[config.mk]
export PLATFORM = sky130hd
export DESIGN_NAME = vlpc_ctrl
export DESIGN_NICKNAME = d
export VERILOG_FILES = /design/src/hw/rtl/vlpc_pkg.sv /design/src/hw/rtl/vlpc_ctrl.sv
export SDC_FILE = /design/constraint.sdc
export NUM_CORES = 1
export LEC_CHECK = 0
export ABC_CLOCK_PERIOD_IN_PS = 3480
export BUFFER_PORTS_ARGS = -buffer_cell sky130_fd_sc_hd__buf_2
export CORE_AREA = 2 2 39 41
export CTS_BUF_LIST = sky130_fd_sc_hd__clkbuf_8 sky130_fd_sc_hd__clkbuf_16
export CTS_CLUSTER_SIZE = 20
export DETAILED_ROUTE_END_ITERATION = 7
export DIE_AREA = 0 0 41 43
export GPL_TIMING_DRIVEN = 0
export PLACE_DENSITY = 0.82
export SKIP_CTS_REPAIR_TIMING = 1
export SLEW_MARGIN = 5
export SYNTH_ARGS = -nofsm -noshare
export SYNTH_HDL_FRONTEND = slang
export SYNTH_SLANG_ARGS = --single-unit
[constraint.sdc]
create_clock -name clk_i -period 3.48 [get_ports clk_i]
set_input_delay 0.696 -clock clk_i [delete_from_list [all_inputs] [get_ports clk_i]]
set_output_delay 0.696 -clock clk_i [all_outputs]
set_load 0.01 [all_outputs]
[src/hw/rtl/vlpc_pkg.sv]
// Shared types and constants of the visible lattice point counter.
// Holds the controller command codes and the status bundle.
// No dependencies.
package vlpc_pkg;

  localparam int CUBE_W  = 17;  // cube edge length field
  localparam int CNT_W   = 49;  // visible point count field
  localparam int MERT_W  = 16;  // Mertens table entry
  localparam int MUL_A_W = 35;  // signed multiplier operand A
  localparam int MUL_B_W = 19;  // signed multiplier operand B
  localparam int MUL_P_W = MUL_A_W + MUL_B_W;
  localparam int LO_W    = 25;  // low slice of the weight for the split multiply
  localparam int OP_W    = 5;

  typedef logic [OP_W-1:0] op_t;

  localparam op_t OP_IDLE    = 5'd0;
  localparam op_t OP_CLR     = 5'd1;
  localparam op_t OP_SV_INIT = 5'd2;
  localparam op_t OP_SV_RD   = 5'd3;
  localparam op_t OP_SV_CHK  = 5'd4;
  localparam op_t OP_PR_RD   = 5'd5;
  localparam op_t OP_PR_MUL  = 5'd6;
  localparam op_t OP_PR_WR   = 5'd7;
  localparam op_t OP_NEXT_I  = 5'd8;
  localparam op_t OP_PF_INIT = 5'd9;
  localparam op_t OP_PF_RD   = 5'd10;
  localparam op_t OP_PF_WR   = 5'd11;
  localparam op_t OP_Q_LOAD  = 5'd12;
  localparam op_t OP_DIV_Q   = 5'd13;
  localparam op_t OP_WAIT_Q  = 5'd14;
  localparam op_t OP_DIV_R   = 5'd15;
  localparam op_t OP_WAIT_R  = 5'd16;
  localparam op_t OP_M_RD    = 5'd17;
  localparam op_t OP_M_LAT   = 5'd18;
  localparam op_t OP_MUL_QQ  = 5'd19;
  localparam op_t OP_MUL_T   = 5'd20;
  localparam op_t OP_MUL_LO  = 5'd21;
  localparam op_t OP_MUL_HI  = 5'd22;
  localparam op_t OP_ACC     = 5'd23;

  typedef struct packed {
    logic clr_last;
    logic sieve_none;
    logic i_end;
    logic k_end;
    logic prod_big;
    logic k_hit;
    logic l_gt_n;
    logic div_done;
  } sts_t;

endpackage

[src/hw/rtl/vlpc_ctrl.sv]
// Controller state machine: sequences table clear, sieve, prefix sums and queries.
// Depends on vlpc_pkg.
module vlpc_ctrl import vlpc_pkg::*; (
  input  logic clk_i,
  input  logic rst_ni,
  input  logic start_i,
  input  sts_t sts_i,
  output op_t  op_o,
  output logic busy_o,
  output logic done_o
);
  localparam logic [4:0] S_CLR   = 5'd0;
  localparam logic [4:0] S_SVI   = 5'd1;
  localparam logic [4:0] S_SVRD  = 5'd2;
  localparam logic [4:0] S_SVCHK = 5'd3;
  localparam logic [4:0] S_PRRD  = 5'd4;
  localparam logic [4:0] S_PRMUL = 5'd5;
  localparam logic [4:0] S_PRWR  = 5'd6;
  localparam logic [4:0] S_NEXTI = 5'd7;
  localparam logic [4:0] S_PFI   = 5'd8;
  localparam logic [4:0] S_PFRD  = 5'd9;
  localparam logic [4:0] S_PFWR  = 5'd10;
  localparam logic [4:0] S_IDLE  = 5'd11;
  localparam logic [4:0] S_LOOP  = 5'd12;
  localparam logic [4:0] S_DQ    = 5'd13;
  localparam logic [4:0] S_WQ    = 5'd14;
  localparam logic [4:0] S_DR    = 5'd15;
  localparam logic [4:0] S_WR    = 5'd16;
  localparam logic [4:0] S_MRD   = 5'd17;
  localparam logic [4:0] S_MLAT  = 5'd18;
  localparam logic [4:0] S_MQQ   = 5'd19;
  localparam logic [4:0] S_MT    = 5'd20;
  localparam logic [4:0] S_MLO   = 5'd21;
  localparam logic [4:0] S_MHI   = 5'd22;
  localparam logic [4:0] S_ACC   = 5'd23;
  localparam logic [4:0] S_RES   = 5'd24;

  logic [4:0] state_q, state_d;

  always_comb begin
    state_d = state_q;
    op_o    = OP_IDLE;
    case (state_q)
      S_CLR: begin
        op_o = OP_CLR;
        if (sts_i.clr_last) state_d = S_SVI;
      end
      S_SVI: begin
        op_o    = OP_SV_INIT;
        state_d = sts_i.sieve_none ? S_PFI : S_SVRD;
      end
      S_SVRD: begin
        op_o    = OP_SV_RD;
        state_d = S_SVCHK;
      end
      S_SVCHK: begin
        op_o    = OP_SV_CHK;
        state_d = S_PRRD;
      end
      S_PRRD: begin
        op_o    = OP_PR_RD;
        state_d = sts_i.k_end ? S_NEXTI : S_PRMUL;
      end
      S_PRMUL: begin
        op_o    = OP_PR_MUL;
        state_d = S_PRWR;
      end
      S_PRWR: begin
        op_o    = OP_PR_WR;
        state_d = (sts_i.prod_big || sts_i.k_hit) ? S_NEXTI : S_PRRD;
      end
      S_NEXTI: begin
        op_o    = OP_NEXT_I;
        state_d = sts_i.i_end ? S_PFI : S_SVRD;
      end
      S_PFI: begin
        op_o    = OP_PF_INIT;
        state_d = S_PFRD;
      end
      S_PFRD: begin
        op_o    = OP_PF_RD;
        state_d = S_PFWR;
      end
      S_PFWR: begin
        op_o    = OP_PF_WR;
        state_d = sts_i.i_end ? S_IDLE : S_PFRD;
      end
      S_IDLE: begin
        if (start_i) begin
          op_o    = OP_Q_LOAD;
          state_d = S_LOOP;
        end
      end
      S_LOOP: state_d = sts_i.l_gt_n ? S_RES : S_DQ;
      S_DQ: begin
        op_o    = OP_DIV_Q;
        state_d = S_WQ;
      end
      S_WQ: begin
        op_o = OP_WAIT_Q;
        if (sts_i.div_done) state_d = S_DR;
      end
      S_DR: begin
        op_o    = OP_DIV_R;
        state_d = S_WR;
      end
      S_WR: begin
        op_o = OP_WAIT_R;
        if (sts_i.div_done) state_d = S_MRD;
      end
      S_MRD: begin
        op_o    = OP_M_RD;
        state_d = S_MLAT;
      end
      S_MLAT: begin
        op_o    = OP_M_LAT;
        state_d = S_MQQ;
      end
      S_MQQ: begin
        op_o    = OP_MUL_QQ;
        state_d = S_MT;
      end
      S_MT: begin
        op_o    = OP_MUL_T;
        state_d = S_MLO;
      end
      S_MLO: begin
        op_o    = OP_MUL_LO;
        state_d = S_MHI;
      end
      S_MHI: begin
        op_o    = OP_MUL_HI;
        state_d = S_ACC;
      end
      S_ACC: begin
        op_o    = OP_ACC;
        state_d = S_LOOP;
      end
      S_RES: state_d = S_IDLE;
      default: state_d = S_CLR;
    endcase
  end

  always_ff @(posedge clk_i or negedge rst_ni) begin
    if (!rst_ni) begin
      state_q <= S_CLR;
    end else begin
      state_q <= state_d;
    end
  end

  assign busy_o = (state_q != S_IDLE);
  assign done_o = (state_q == S_RES);
endmodule

==> results.cfg <==
[run_status]
status = finished, final reports clean

[critical_path]
cp-startpoint = state_q[0]
cp_common_cell = nand2_1
start_kind = register
cp.required_ns = 2.78
r2r_cells = 5
slowest_delay_ns = 0.52
crit_buf_inv = 2
endpoint_kind = output pin
crit_slowest_cell = dfrtp_1
path_delay_family = flip-flops
cp_num_cells = 7
path_cells = buf_6, and2_1, nand2_1, nand2_1, a21oi_1, a211oi_1, buf_2
reg2reg_slack_ns = 1.81
worstSetupPathType = register to output pin
endpoint = op_o[3]
crit_fanout = 10
r2r-end = state_q[2]
worstPathArrival_ns = 1.76
r2r_start = state_q[2]

[clocking]
htreeDepth = 1
cts.root.buffer_cell = clkbuf_8
cts.sinks = 5
cts_buffers = 3
clock_path_buffers = 2
path_clk_slew_ns = 0.03
cts_tree = yes
clock_latency_ns = 0.22

[cells_and_area]
fillCellCount = 133
final_area_um2 = 803
final-seq-area_um2 = 125
multi_input_area_um2 = 483
largest_register_ffs = 5
top_register = state_q
syn_to_final_growth_pct = 23.0
drive_gt1_frac = 0.300
nets = 122
n_antenna_cell = 0
top_regs = state_q (5)

[sta]
fin_skew_ns = 0.000929
worst_slack_ns = 1.03
post-route-min-period_ns = 2.45
final.period_utilization = 0.705
slew_headroom = 0.708
fmax_mhz = 408
tightest_slew_ns = 0.437
rsz0062_at_grt = false
slew_violations = 0
setup_violations = 0
setup_tns_ns = 0
hold_viol_final = 0

[yosys]
seq_area_frac_synth = 0.192
ys.warnings.count = 0
synth_area_um2 = 653
ys.flop_type = dfrtp_1
yosys_register_bits = 5
synth-edff-count = 0
avgSynthCellArea_um2 = 7.34
netlist_instances = 89
synth_top_cell_by_area = dfrtp_1
yosys-top-cells-area = dfrtp_1 19%, nor2b_1 6.7%, nand2_1 5.7%
synth_top_area_frac = 0.192
async_flop_share = 1.00
syn_nets = 100
ys_top_cells_by_count = 10 x nand2_1, 10 x nor2_1, 7 x nor2b_1
ys_types = 35

[pwr]
p_per_area_mw_per_mm2 = 1010
p_leak_nw = 0.376
ir_drop_mv = 0.540

[grt]
track_usage = 0.214
grt_first_pass_wirelength_um = 2660
first_global_vias = 591
grt_start_max_net_pins = 11
antenna_found_initial = 0
overflow = 0

[placement]
pre_cts_ws_ns = 1.29
post-dp-hpwl_um = 1290
port_buffers = 17
place_congestion = 0.830
dpl-instance-area_um2 = 758

[routing]
via_per_inst = 5.87
vias = 740
routedWlPerCell_um = 13.5
drc_errors = 0
dr.pass1.iters = 4
postRouteAntennaNets = 0
drt_iter0_drc = 26
routed_wl_um = 1700

[floorplanning]
dieArea_mm2 = 0.00176
rows = 14
pin_count = 18
core_area_mm2 = 0.00138
die_y_um = 43
die_w_um = 41
initial_core_util = 0.472

[job]
maxCapViolCount = 0

[min_path]
hp-class = primary input to async pin
-- cell usage in the layout (no fill, tap or decap) --
cell type / count
xor2_1: 1
o311a_1: 1
nor2_1: 10
o21ai_0: 3
o41ai_2: 1
a2bb2oi_1: 1
a21oi_1: 5
or4_4: 1
nor4_1: 2
clkbuf_8: 3
o41ai_1: 1
o31ai_1: 2
o21ai_1: 2
a22oi_1: 2
o211a_1: 1
dfrtp_1: 5
buf_1: 1
nand2_1: 10
or2_2: 1
and2_1: 2
o311ai_4: 1
nor2b_2: 1
o2bb2a_2: 1
buf_2: 20
buf_6: 1
a211oi_1: 2
nand3b_4: 1
or3_1: 3
nor2b_1: 7
nand2_2: 2
clkbuf_1: 2
nor3_1: 3
o21a_1: 1
inv_1: 3
o22ai_1: 4
nand2b_1: 3
-- worst reg2reg max path: cells and delay by family (launching register included) --
family	cells	cell delay, ns
simple gates	2	0.44
compound gates	3	0.70
flops	1	0.42
-- stage by stage --
step                      utilization  hold slack, ns  power, mW  cells
after global routing            0.580           0.281      0.887    126
final                           0.580           0.283      0.813    126
after detailed placement        0.548           0.511      0.705    122
after CTS                       0.580           0.281      0.811    126
after floorplan                     -           0.400      0.560     89
after global placement          0.548           0.508      0.690    122
-- area by class of cell --
| cell class | count | share of cell area |
|---|---|---|
| buffer | 7 | 0.0467 |
| clock buffer | 3 | 0.0514 |
| clock inverter | 1 | 0.00467 |
| inverter | 2 | 0.00935 |
| multi-input combinational | 75 | 0.601 |
| sequential | 5 | 0.156 |
| tap | 16 | 0.0249 |
| timing repair buffer | 17 | 0.106 |
-- how the worst min path moves through the flow --
stage	cells after the start	from	endpoint	slack, ns
4_1_cts	1	rst_ni	state_q[3]	0.28
6_report	1	rst_ni	state_q[3]	0.28
5_1_grt	1	rst_ni	state_q[0]	0.28
2_1_floorplan	0	rst_ni	state_q[0]	0.40
3_5_place_dp	1	rst_ni	state_q[2]	0.51
3_3_place_gp	1	rst_ni	state_q[4]	0.51
-- report_power, final --
part           internal, mW  switching, mW  leakage, nW
Clock                0.0754         0.0261       0.0269
Combinational         0.244          0.331        0.287
Sequential           0.0880         0.0486       0.0622
Total                 0.407          0.406        0.376
-- cells by family after synthesis --
logic type	synth area share
buffers and inverters	0.0690
and+or+nand+nor	0.391
DFF	0.192
xor gates and xnor gates	0.0134
AOI/OAI and AO/OA	0.335
-- per-layer routing --
layer | GRT usage | vias up | share of wire
met5 | 0 | - | 0
met4 | 0.0400 | 0 | 0
met3 | 0.0471 | 0 | 0.064
met2 | 0.313 | 29 | 0.50
met1 | 0.317 | 345 | 0.44
li1 | - | 366 | -
Note: power is estimated with default switching activity, not from simulation.
